==> src/sv/iirdf1_pkg.sv <==
`default_nettype none

package iirdf1_pkg;

  localparam int SAMPLE_W   = 16;
  localparam int COEF_W     = 32;
  localparam int CFG_W      = 64;
  localparam int CFG_IDX_W  = 3;
  localparam int PROD_W     = SAMPLE_W + COEF_W;
  localparam int ACC_W      = PROD_W + 4;
  localparam int FRAC_SHIFT = 28;
  localparam int RND_W      = ACC_W - FRAC_SHIFT;

  localparam int FF_TAPS    = 5;
  localparam int FB_TAPS    = 5;

  localparam int HIST_DEPTH = 4;
  localparam int HIST_AW    = $clog2(HIST_DEPTH);

  localparam int STEP_W     = 4;
  localparam logic [STEP_W-1:0] STEP_LAST_MUL = STEP_W'(8);
  localparam logic [STEP_W-1:0] STEP_LAST_ACC = STEP_W'(9);
  localparam logic [STEP_W-1:0] STEP_DONE     = STEP_W'(10);

  localparam logic [COEF_W-1:0] B0_RESET = COEF_W'(32'h1000_0000);

  typedef enum logic [CFG_IDX_W-1:0] {
    CFG_B0_B1 = 3'd0,
    CFG_B2_B3 = 3'd1,
    CFG_B4    = 3'd2,
    CFG_A1_A2 = 3'd3,
    CFG_A3_A4 = 3'd4
  } cfg_idx_t;

endpackage

`default_nettype wire

==> src/sv/iir_direct_form_one_filter.sv <==
`default_nettype none

// channel  dir  signals                               word contents
// in       in   in_tvalid in_tready in_tdata[15:0]    sample_in
// out      out  out_tvalid out_tready out_tdata[15:0] sample_out
//                out_tuser[0]                         clipped
// cfg      in   cfg_we cfg_idx[2:0] cfg_wdata[63:0]   coefficient register write
//
// each sample runs through nine multiplies on one 16x32 multiplier, a step
// that drains the product register and a step that rounds, saturates and
// writes the history entry back to the history ram.
// reset clears the pointer and the four entry valid bits; unwritten entries read as zero.
// one input word is buffered while a sample is at work; a full output register
// holds the engine in its last step until the word is taken.

module iir_direct_form_one_filter (
  input  wire logic                                clk,
  input  wire logic                                rst_n,
  input  wire logic                                in_tvalid,
  output logic                                     in_tready,
  input  wire logic [iirdf1_pkg::SAMPLE_W-1:0]     in_tdata,   // [15:0] sample_in
  output logic                                     out_tvalid,
  input  wire logic                                out_tready,
  output logic [iirdf1_pkg::SAMPLE_W-1:0]          out_tdata,  // [15:0] sample_out
  output logic                                     out_tuser,  // [0] clipped
  input  wire logic                                cfg_we,
  input  wire logic [iirdf1_pkg::CFG_IDX_W-1:0]    cfg_idx,
  input  wire logic [iirdf1_pkg::CFG_W-1:0]        cfg_wdata
);

  import iirdf1_pkg::*;

  // coefficients
  logic [COEF_W-1:0] coef_b_r [0:4];
  logic [COEF_W-1:0] coef_a_r [1:4];

  always_ff @(posedge clk) begin
    if (!rst_n) begin
      coef_b_r[0] <= B0_RESET;
      coef_b_r[1] <= '0;
      coef_b_r[2] <= '0;
      coef_b_r[3] <= '0;
      coef_b_r[4] <= '0;
      coef_a_r[1] <= '0;
      coef_a_r[2] <= '0;
      coef_a_r[3] <= '0;
      coef_a_r[4] <= '0;
    end else if (cfg_we) begin
      case (cfg_idx)
        CFG_B0_B1: begin
          coef_b_r[0] <= cfg_wdata[COEF_W-1:0];
          coef_b_r[1] <= cfg_wdata[2*COEF_W-1:COEF_W];
        end
        CFG_B2_B3: begin
          coef_b_r[2] <= cfg_wdata[COEF_W-1:0];
          coef_b_r[3] <= cfg_wdata[2*COEF_W-1:COEF_W];
        end
        CFG_B4: begin
          coef_b_r[4] <= cfg_wdata[COEF_W-1:0];
        end
        CFG_A1_A2: begin
          coef_a_r[1] <= cfg_wdata[COEF_W-1:0];
          coef_a_r[2] <= cfg_wdata[2*COEF_W-1:COEF_W];
        end
        CFG_A3_A4: begin
          coef_a_r[3] <= cfg_wdata[COEF_W-1:0];
          coef_a_r[4] <= cfg_wdata[2*COEF_W-1:COEF_W];
        end
        default: begin
        end
      endcase
    end
  end

  // control state
  logic                  in_vld_r, in_vld_nxt;
  logic [SAMPLE_W-1:0]   in_buf_r;
  logic [SAMPLE_W-1:0]   x_cur_r;
  logic [STEP_W-1:0]     step_r, step_nxt;
  logic [HIST_AW-1:0]    ptr_r;
  logic [HIST_DEPTH-1:0] hist_vld_r;
  logic                  out_vld_r, out_vld_nxt;
  logic [SAMPLE_W-1:0]   out_data_r;
  logic                  out_clip_r;

  logic start, finish;

  // history ram: one entry per past sample, {y, x}
  logic [2*SAMPLE_W-1:0] hist_mem [0:HIST_DEPTH-1];
  logic [2*SAMPLE_W-1:0] rd_data_r;
  logic                  rd_vld_r;
  logic                  rd_en;
  logic [HIST_AW-1:0]    rd_addr;

  // datapath
  logic signed [SAMPLE_W-1:0] mul_a;
  logic signed [COEF_W-1:0]   mul_b;
  logic                       mul_sub;
  logic signed [PROD_W-1:0]   mul_p;
  logic signed [PROD_W-1:0]   prod_r;
  logic                       prod_sub_r;
  logic signed [ACC_W-1:0]    acc_r, acc_nxt;
  logic signed [ACC_W-1:0]    prod_ext;
  logic signed [ACC_W-1:0]    rnd_sum;
  logic signed [RND_W-1:0]    rnd_y;
  logic [SAMPLE_W-1:0]        y_sat;
  logic                       y_clip;
  logic [SAMPLE_W-1:0]        rd_x, rd_y;

  assign start  = (step_r == '0) && in_vld_r;
  assign finish = (step_r == STEP_DONE) && (!out_vld_r || out_tready);

  always_comb begin
    step_nxt = step_r;
    if (step_r == '0) begin
      if (in_vld_r) begin
        step_nxt = step_r + STEP_W'(1);
      end
    end else if (step_r == STEP_DONE) begin
      if (finish) begin
        step_nxt = '0;
      end
    end else begin
      step_nxt = step_r + STEP_W'(1);
    end
  end

  always_comb begin
    in_vld_nxt = in_vld_r;
    if (start) begin
      in_vld_nxt = 1'b0;
    end
    if (in_tvalid && in_tready) begin
      in_vld_nxt = 1'b1;
    end
  end

  always_comb begin
    out_vld_nxt = out_vld_r;
    if (out_tready) begin
      out_vld_nxt = 1'b0;
    end
    if (finish) begin
      out_vld_nxt = 1'b1;
    end
  end

  always_ff @(posedge clk) begin
    if (!rst_n) begin
      in_vld_r   <= 1'b0;
      step_r     <= '0;
      ptr_r      <= '0;
      hist_vld_r <= '0;
      out_vld_r  <= 1'b0;
    end else begin
      in_vld_r  <= in_vld_nxt;
      step_r    <= step_nxt;
      out_vld_r <= out_vld_nxt;
      if (finish) begin
        ptr_r             <= ptr_r + HIST_AW'(1);
        hist_vld_r[ptr_r] <= 1'b1;
      end
    end
  end

  // reads at even steps 0..6 fetch entry ptr-1 .. ptr-4
  assign rd_en   = !step_r[0] && (step_r <= STEP_W'(6));
  assign rd_addr = ptr_r - HIST_AW'(step_r[2:1]) - HIST_AW'(1);

  always_ff @(posedge clk) begin
    if (finish) begin
      hist_mem[ptr_r] <= {y_sat, x_cur_r};
    end
    if (rd_en) begin
      rd_data_r <= hist_mem[rd_addr];
      rd_vld_r  <= hist_vld_r[rd_addr];
    end
  end

  assign rd_x = rd_vld_r ? rd_data_r[SAMPLE_W-1:0] : '0;
  assign rd_y = rd_vld_r ? rd_data_r[2*SAMPLE_W-1:SAMPLE_W] : '0;

  // tap schedule: step 0 is x*b0, odd steps x[n-k]*bk, even steps y[n-k]*ak
  always_comb begin
    mul_a   = '0;
    mul_b   = '0;
    mul_sub = 1'b0;
    case (step_r)
      4'd0: begin
        mul_a = in_buf_r;
        mul_b = coef_b_r[0];
      end
      4'd1: begin
        mul_a = rd_x;
        mul_b = (FF_TAPS > 1) ? coef_b_r[1] : '0;
      end
      4'd2: begin
        mul_a   = rd_y;
        mul_b   = (FB_TAPS > 1) ? coef_a_r[1] : '0;
        mul_sub = 1'b1;
      end
      4'd3: begin
        mul_a = rd_x;
        mul_b = (FF_TAPS > 2) ? coef_b_r[2] : '0;
      end
      4'd4: begin
        mul_a   = rd_y;
        mul_b   = (FB_TAPS > 2) ? coef_a_r[2] : '0;
        mul_sub = 1'b1;
      end
      4'd5: begin
        mul_a = rd_x;
        mul_b = (FF_TAPS > 3) ? coef_b_r[3] : '0;
      end
      4'd6: begin
        mul_a   = rd_y;
        mul_b   = (FB_TAPS > 3) ? coef_a_r[3] : '0;
        mul_sub = 1'b1;
      end
      4'd7: begin
        mul_a = rd_x;
        mul_b = (FF_TAPS > 4) ? coef_b_r[4] : '0;
      end
      STEP_LAST_MUL: begin
        mul_a   = rd_y;
        mul_b   = (FB_TAPS > 4) ? coef_a_r[4] : '0;
        mul_sub = 1'b1;
      end
      default: begin
      end
    endcase
  end

  assign mul_p    = mul_a * mul_b;
  assign prod_ext = ACC_W'(prod_r);

  always_comb begin
    acc_nxt = acc_r;
    if (step_r == STEP_W'(1)) begin
      acc_nxt = prod_sub_r ? -prod_ext : prod_ext;
    end else if (step_r >= STEP_W'(2) && step_r <= STEP_LAST_ACC) begin
      acc_nxt = prod_sub_r ? acc_r - prod_ext : acc_r + prod_ext;
    end
  end

  always_ff @(posedge clk) begin
    prod_r     <= mul_p;
    prod_sub_r <= mul_sub;
    acc_r      <= acc_nxt;
    if (start) begin
      x_cur_r <= in_buf_r;
    end
    if (in_tvalid && in_tready) begin
      in_buf_r <= in_tdata;
    end
    if (finish) begin
      out_data_r <= y_sat;
      out_clip_r <= y_clip;
    end
  end

  // round half up, then saturate to 16 bits
  assign rnd_sum = acc_r + (ACC_W'(1) <<< (FRAC_SHIFT - 1));
  assign rnd_y   = rnd_sum[ACC_W-1:FRAC_SHIFT];

  always_comb begin
    y_sat  = rnd_y[SAMPLE_W-1:0];
    y_clip = 1'b0;
    if (rnd_y[RND_W-1:SAMPLE_W-1] != {(RND_W-SAMPLE_W+1){rnd_y[RND_W-1]}}) begin
      y_clip = 1'b1;
      y_sat  = rnd_y[RND_W-1] ? {1'b1, {(SAMPLE_W-1){1'b0}}} : {1'b0, {(SAMPLE_W-1){1'b1}}};
    end
  end

  assign in_tready  = !in_vld_r;
  assign out_tvalid = out_vld_r;
  assign out_tdata  = out_data_r;
  assign out_tuser  = out_clip_r;

  // checks
  a_step_range: assert property (@(posedge clk) disable iff (!rst_n)
    step_r <= STEP_DONE)
    else $error("step counter out of range");

  a_start_runs: assert property (@(posedge clk) disable iff (!rst_n)
    start |=> (step_r == STEP_W'(1)))
    else $error("engine did not pick up buffered word");

  a_finish_out: assert property (@(posedge clk) disable iff (!rst_n)
    finish |=> out_vld_r && (out_tdata == $past(y_sat)))
    else $error("finished sample not presented");

  a_ptr_adv: assert property (@(posedge clk) disable iff (!rst_n)
    (step_r != STEP_DONE) |=> $stable(ptr_r))
    else $error("history pointer moved outside write-back");

endmodule

`default_nettype wire
==> config.mk <==
export PLATFORM = sky130hd
export DESIGN_NAME = iir_direct_form_one_filter
export DESIGN_NICKNAME = d
export VERILOG_FILES = /design/src/sv/iirdf1_pkg.sv /design/src/sv/iir_direct_form_one_filter.sv
export SDC_FILE = /design/constraint.sdc
export NUM_CORES = 2
export LEC_CHECK = 0
export ABC_AREA = 1
export BUFFER_PORTS_ARGS = -buffer_cell sky130_fd_sc_hd__buf_2
export CELL_PAD_IN_SITES_DETAIL_PLACEMENT = 0
export CELL_PAD_IN_SITES_GLOBAL_PLACEMENT = 1
export CORE_MARGIN = 1
export CORE_UTILIZATION = 35
export CTS_CLUSTER_SIZE = 14
export DETAILED_ROUTE_END_ITERATION = 10
export GPL_ROUTABILITY_DRIVEN = 1
export PLACE_DENSITY_LB_ADDON = 0.1
export SLEW_MARGIN = 20
export SYNTH_ARGS = -nofsm -noshare
export SYNTH_HDL_FRONTEND = slang
export SYNTH_SLANG_ARGS = --single-unit
==> constraint.sdc <==
create_clock -name clk -period 9.3 [get_ports clk]
set_input_delay 0.465 -clock clk [delete_from_list [all_inputs] [get_ports clk]]
set_output_delay 0.465 -clock clk [all_outputs]
set_load 0.02 [all_outputs]
* Word level (Yosys, flattened, before mapping) *
Memory sizes are Yosys's and may differ from the RTL's. A register that Yosys moved wholly into a read port is not among the register bits.
Cells that the tools add are included.

storage, ports and cells
  flip-flop bits (word level) = 163
  RAM bits = 416
  logic and storage cells = 131
  memories kept = 3

cells by class
  add/subtract/negate cells = 8
  $mul = 1
  order comparisons = 6
  equal/unequal tests = 16
  multiplexer cells = 56
  bitwise operators = 10
  reduce and logical (&&, ||, !) cells = 18

memories
  memory    depth  bits a word  rd ports  clocked after Yosys merged registers in  wr ports  line                              text
  coef_b_r  5      32           5         0                                        5         iir_direct_form_one_filter.sv:34  logic [COEF_W-1:0] coef_b_r [0:4];
  coef_a_r  4      32           4         0                                        4         iir_direct_form_one_filter.sv:35  logic [COEF_W-1:0] coef_a_r [1:4];
  hist_mem  4      32           1         1                                        1         iir_direct_form_one_filter.sv:89  logic [2*SAMPLE_W-1:0] hist_mem [0:HIST_DEPTH-1];

operator list
  cell                                                         number
  2-to-1 mux 32 bit                                            9
  case mux 32 bit (9 select lines)                             1
  2-to-1 mux 52 bit                                            4
  2-to-1 mux 16 bit                                            4
  adder 52 x 29 -> 52 bit (second input constant)              1
  adder 52 x 48 -> 52 bit                                      1
  negator 48 -> 52 bit                                         1
  subtractor 52 x 48 -> 52 bit                                 1
  multiplier 16 x 32 -> 48 bit                                 1
  case mux 16 bit (3 select lines)                             1
  2-to-1 mux 1 bit                                             31
  == test 4 x 3 -> 1 bit (second input constant)               4
  2-to-1 mux 4 bit                                             4
  OR 1 bit                                                     9
  == test 4 x 2 -> 1 bit (second input constant)               2
  == test 4 bit (second input constant)                        2
  != test 8 bit                                                1
  OR reduction 4 bit                                           2
  == test 3 x 2 -> 1 bit (second input constant)               2
  logical AND 1 bit                                            6
  less-than comparator 2 x 3 -> 1 bit (second input constant)  2
  nonzero test 2 bit                                           3
  adder 4 x 1 -> 4 bit (second input constant)                 1
  == test 4 x 1 -> 1 bit (second input constant)               1
  19 further kinds                                             21

* Logic depth before layout (Yosys ltp) *
  depth after elaboration = 6
  depth in mapped cells = 39

* Least setup slack after synthesis *
Ideal clock, no wire load.

  path type = reg-to-reg
  start point = reg step_r[1]
  end point = reg prod_r[45]
  setup time = 113 ps
  arrival time = 6575 ps
  required time = 9187 ps
  slack = 2612 ps
  stages on the path, launching flop included = 28
  path buffers = 1
  cells stage by stage = dfxtp_1 -> inv_1 -> ha_1 -> inv_1 -> a21oi_2 -> buf_2 -> a22oi_1 -> o22ai_2 -> inv_2 -> nor2_1 -> inv_1 -> fa_1 -> inv_1 -> fa_1 -> fa_1 -> fa_1 -> inv_1 -> fa_1 -> inv_1 -> fa_1 -> ha_1 -> nand2_1 -> nor2_1 -> inv_1 -> nor3_1 -> nand4_1 -> nand4_1 -> nand2_1

between the ends
  longest elaborated chain between the ends = 4
  elaborated cells on any way between the ends = 14
  those cells by class = 1 x mul; 8 x eq/ne; 2 x mux; 3 x reduce/logical

ends and longest elaborated chain
  what                                   line                               text
  start, declared                        iir_direct_form_one_filter.sv:79   logic [STEP_W-1:0] step_r, step_nxt;
  start signal, assigned                 iir_direct_form_one_filter.sv:157  step_r <= step_nxt;
  == test 4 bit (tied with other cells)  iir_direct_form_one_filter.sv:188  case (step_r)
  OR reduction 4 bit (no line)           --
  case mux 16 bit (3 select lines)       iir_direct_form_one_filter.sv:188
  multiplier 16 x 32 -> 48 bit (*)       iir_direct_form_one_filter.sv:234  assign mul_p = mul_a * mul_b;
  net mul_p[45]                          iir_direct_form_one_filter.sv:99   logic signed [PROD_W-1:0] mul_p;
  end signal, assigned                   iir_direct_form_one_filter.sv:247  prod_r <= mul_p;
  end, declared                          iir_direct_form_one_filter.sv:100  logic signed [PROD_W-1:0] prod_r;

The timed path passes the listed nets; every way through them passes the cells marked *.
A chain may end at the register's enable or synchronous reset.

* Worst setup path in the final report *
Ends and elaborated chain as after synthesis.

==> flow_summary.toml <==
[run_status]
outcome = "finished, final reports clean"

[route]
postRouteAntennaNets = 0
routed_wl_mm = 166
wire_per_inst_um = 21.8
firstDrtPassIters = 5
route.detailed.drc = 0
vias_per_cell = 4.93
num_vias = 37600
drt_iter0_drc = 2596

[clock_tree]
cts.repair.resized = 0
cts_hold_buf = 15
path_clk_slew_ns = 0.06
clockBufferDepth = 3
cts_max_level = 3
cts_sinks = 611
clock_latency_ns = 0.70
cts_setup_buffers = 0
cts-root-buf = "clkbuf_16"
cts-buffers-inserted = 76
tritoncts = "built"

[worst_hold_path]
worstHoldPathType = "input port to register"
worstHoldPathCells = 1
hold_path_end = "in_buf_r[1]"
hold_start = "in_tdata[1]"

[placement]
globalplace.congestion = 0.897
place_hpwl_mm = 129
portBuffers = 106
pre_cts_slack_ns = 0.597
numPlacedInstances = 7475

[floorplanning]
fp.dieH_um = 376
row_count = 136
ios = 107
die_x_um = 376
core_area_mm2 = 0.138
die_area_mm2 = 0.142
start_util = 0.355

[synth]
synthTopCellsByCount = "nand2_1 (1102), inv_1 (1073), nor2_1 (777)"
ys.flop_type = "edfxtp_1"
syn-cell-area_mm2 = 0.0490
syn-instance-count = 5595
synth_cell_types = 54
netlist.area_leader.share = 0.337
synth_area_leaders = "edfxtp_1 (34%), fa_1 (20%), nand2_1 (8.4%)"
avgSynthCellArea_um2 = 8.76
ys_seq_area_frac = 0.362
synth-async-reset-ratio = 0
synth_largest_area_cell = "edfxtp_1"
synth-seq-cells = 611
synth_edf_count = 550
yosysWarnings = 0
yosys.cell_count.top_type = "nand2_1"
synth_nets = 6347

[timing]
finalSetupViolCount = 0
fin_ws_ns = 0.494
rsz0062_at_grt = "no"
worst_pin_slew_ns = 1.07
setup_tns_ns = 0
max_freq_mhz = 114
max_slew_margin = 0.284
skew_ns = 0.0533
hold_viol = 0
min_period_ns = 8.81
period_share = 0.947
maxSlewViolCount = 0

[finish]
utilization = 0.396
nNetsFinal = 6457
stdcell_count = 7629
diodes = 0
drive_above_1_share = 0.0773
area_delta_synth_final_pct = 11.5

[critical_path]
crit_family = "adder cells"
cp-start-kind = "register"
endpoint_kind = "register"
rr_startpoint = "step_r[1]"
critPathArrivalTime_ns = 9.35
cp_num_cells = 26
regToRegSetupSlack_ns = 0.49
crit_type = "register to register"
worst-path-buf-inv = 6
crit_path_top_delay_cell = "o22ai_2"
cpPeakStageDelay_ns = 0.61
path_common_cell = "fa_1"
critical_path.max_fanout = 14
worstPathRequired_ns = 9.85
r2r-end = "prod_r[45]"
ff2ff_path_depth = 26

[flow_run]
maxCapViolations = 0

[grt]
grt_max_degree = 111
overflow = 0
grt_pass1_wl_mm = 250
track_usage = 0.238
antenna_found_initial = 5
grt_pass1_vias = 38700
## routing by layer
| layer | GRT usage | wire length, µm | vias to the layer above |
|---|---|---|---|
| met4 | 0.0697 | 4920 | 2 |
| met1 | 0.328 | 75800 | 18600 |
| met5 | 0 | 14 | - |
| met2 | 0.386 | 77300 | 945 |
| met3 | 0.0345 | 8220 | 220 |
| li1 | - | - | 17900 |
## worst register-to-register path, cell delays in order, from the launching register on
cell and delay [ns]:
dfxtp_1 0.38, inv_1 0.25, ha_1 0.29, inv_1 0.12, a21oi_2 0.55, a22oi_1 0.26, o22ai_2 0.61, inv_1 0.55
buf_4 0.37, nor2_1 0.18, fa_1 0.44, fa_1 0.48, fa_1 0.53, fa_1 0.44, fa_1 0.49, inv_1 0.05
fa_1 0.51, inv_1 0.05, ha_1 0.36, a21oi_1 0.26, a21boi_0 0.36, a21boi_0 0.61, o21ai_0 0.19, nand2_1 0.18
nand3_1 0.09, nand2_1 0.07, nand2_1 0.04
## cells in the final DEF, fill, tap and decap left out, types with 8 or more instances in the layout
master / netlist / final
nor2_2: 9 / 9
clkinv_1: 2 / 15
nand2_2: 15 / 17
ha_1: 176 / 175
fa_1: 488 / 488
a22o_1: 36 / 36
a221oi_1: 44 / 44
nand2_1: 1102 / 1098
clkbuf_16: 0 / 77
a22oi_1: 15 / 15
buf_4: 8 / 75
nand3_1: 219 / 218
o22ai_2: 9 / 8
o211ai_1: 53 / 53
buf_2: 86 / 106
inv_1: 1073 / 1072
nor3_1: 34 / 34
clkbuf_1: 65 / 16
a21oi_1: 202 / 202
o21ai_0: 207 / 206
o21bai_1: 13 / 13
nand4_1: 43 / 43
nor2_4: 6 / 8
dlygate4sd3_1: 0 / 15
nor2_1: 777 / 775
edfxtp_1: 550 / 550
mux2i_1: 34 / 34
dfxtp_1: 61 / 60
clkinv_2: 0 / 10
or2_2: 43 / 43
inv_2: 35 / 34
xor2_1: 78 / 77
xnor2_1: 32 / 32
## sequential cells by signal, indices dropped and copies added, names as in the netlist, 16 cells and up
register and count:
acc_r 52, coef_a_r 128, coef_b_r 160, hist_mem 128, in_buf_r 16, out_tdata 16
prod_r 48, rd_data_r 32, x_cur_r 16
## per-stage QoR
stage               area (µm²)  hold slack (ns)
CTS                      54700          0.00253
global route             54700           0.0174
global placement         52000            0.442
detailed placement       52000            0.447
finish                   54700           0.0545
floorplan                49000            0.426
## cell families after synthesis
| logic type | synth area share |
|---|---|
| and+or+nand+nor | 0.188 |
| buffers and inverters | 0.101 |
| adders and majority gates | 0.244 |
| AOI/OAI and AO/OA | 0.0782 |
| DFF | 0.362 |
| xor gates and xnor gates | 0.0196 |
| muxes | 0.00694 |
## worst max-delay path by stage
stage,start,to,slack [ns]
after floorplan,step_r[1],prod_r[45],2.61
after global placement,step_r[1],prod_r[45],0.54
after detailed placement,step_r[1],prod_r[45],0.60
after CTS,step_r[1],prod_r[45],0.52
after global routing,step_r[1],prod_r[34],0.07
final,step_r[1],prod_r[45],0.49
## final cells by class
class | instances | area, µm²
clock inverters | 42 | 500
flip-flops and latches | 611 | 17700
well taps | 1863 | 2330
repair buffers | 201 | 1340
clock buffers | 97 | 2040
inverters | 1110 | 4170
multi-input cells | 3705 | 26600
fillers | 14200 | 83500
Power is not shown: default switching activity piles up to over one toggle a cycle in this logic, so the estimate is an artifact.
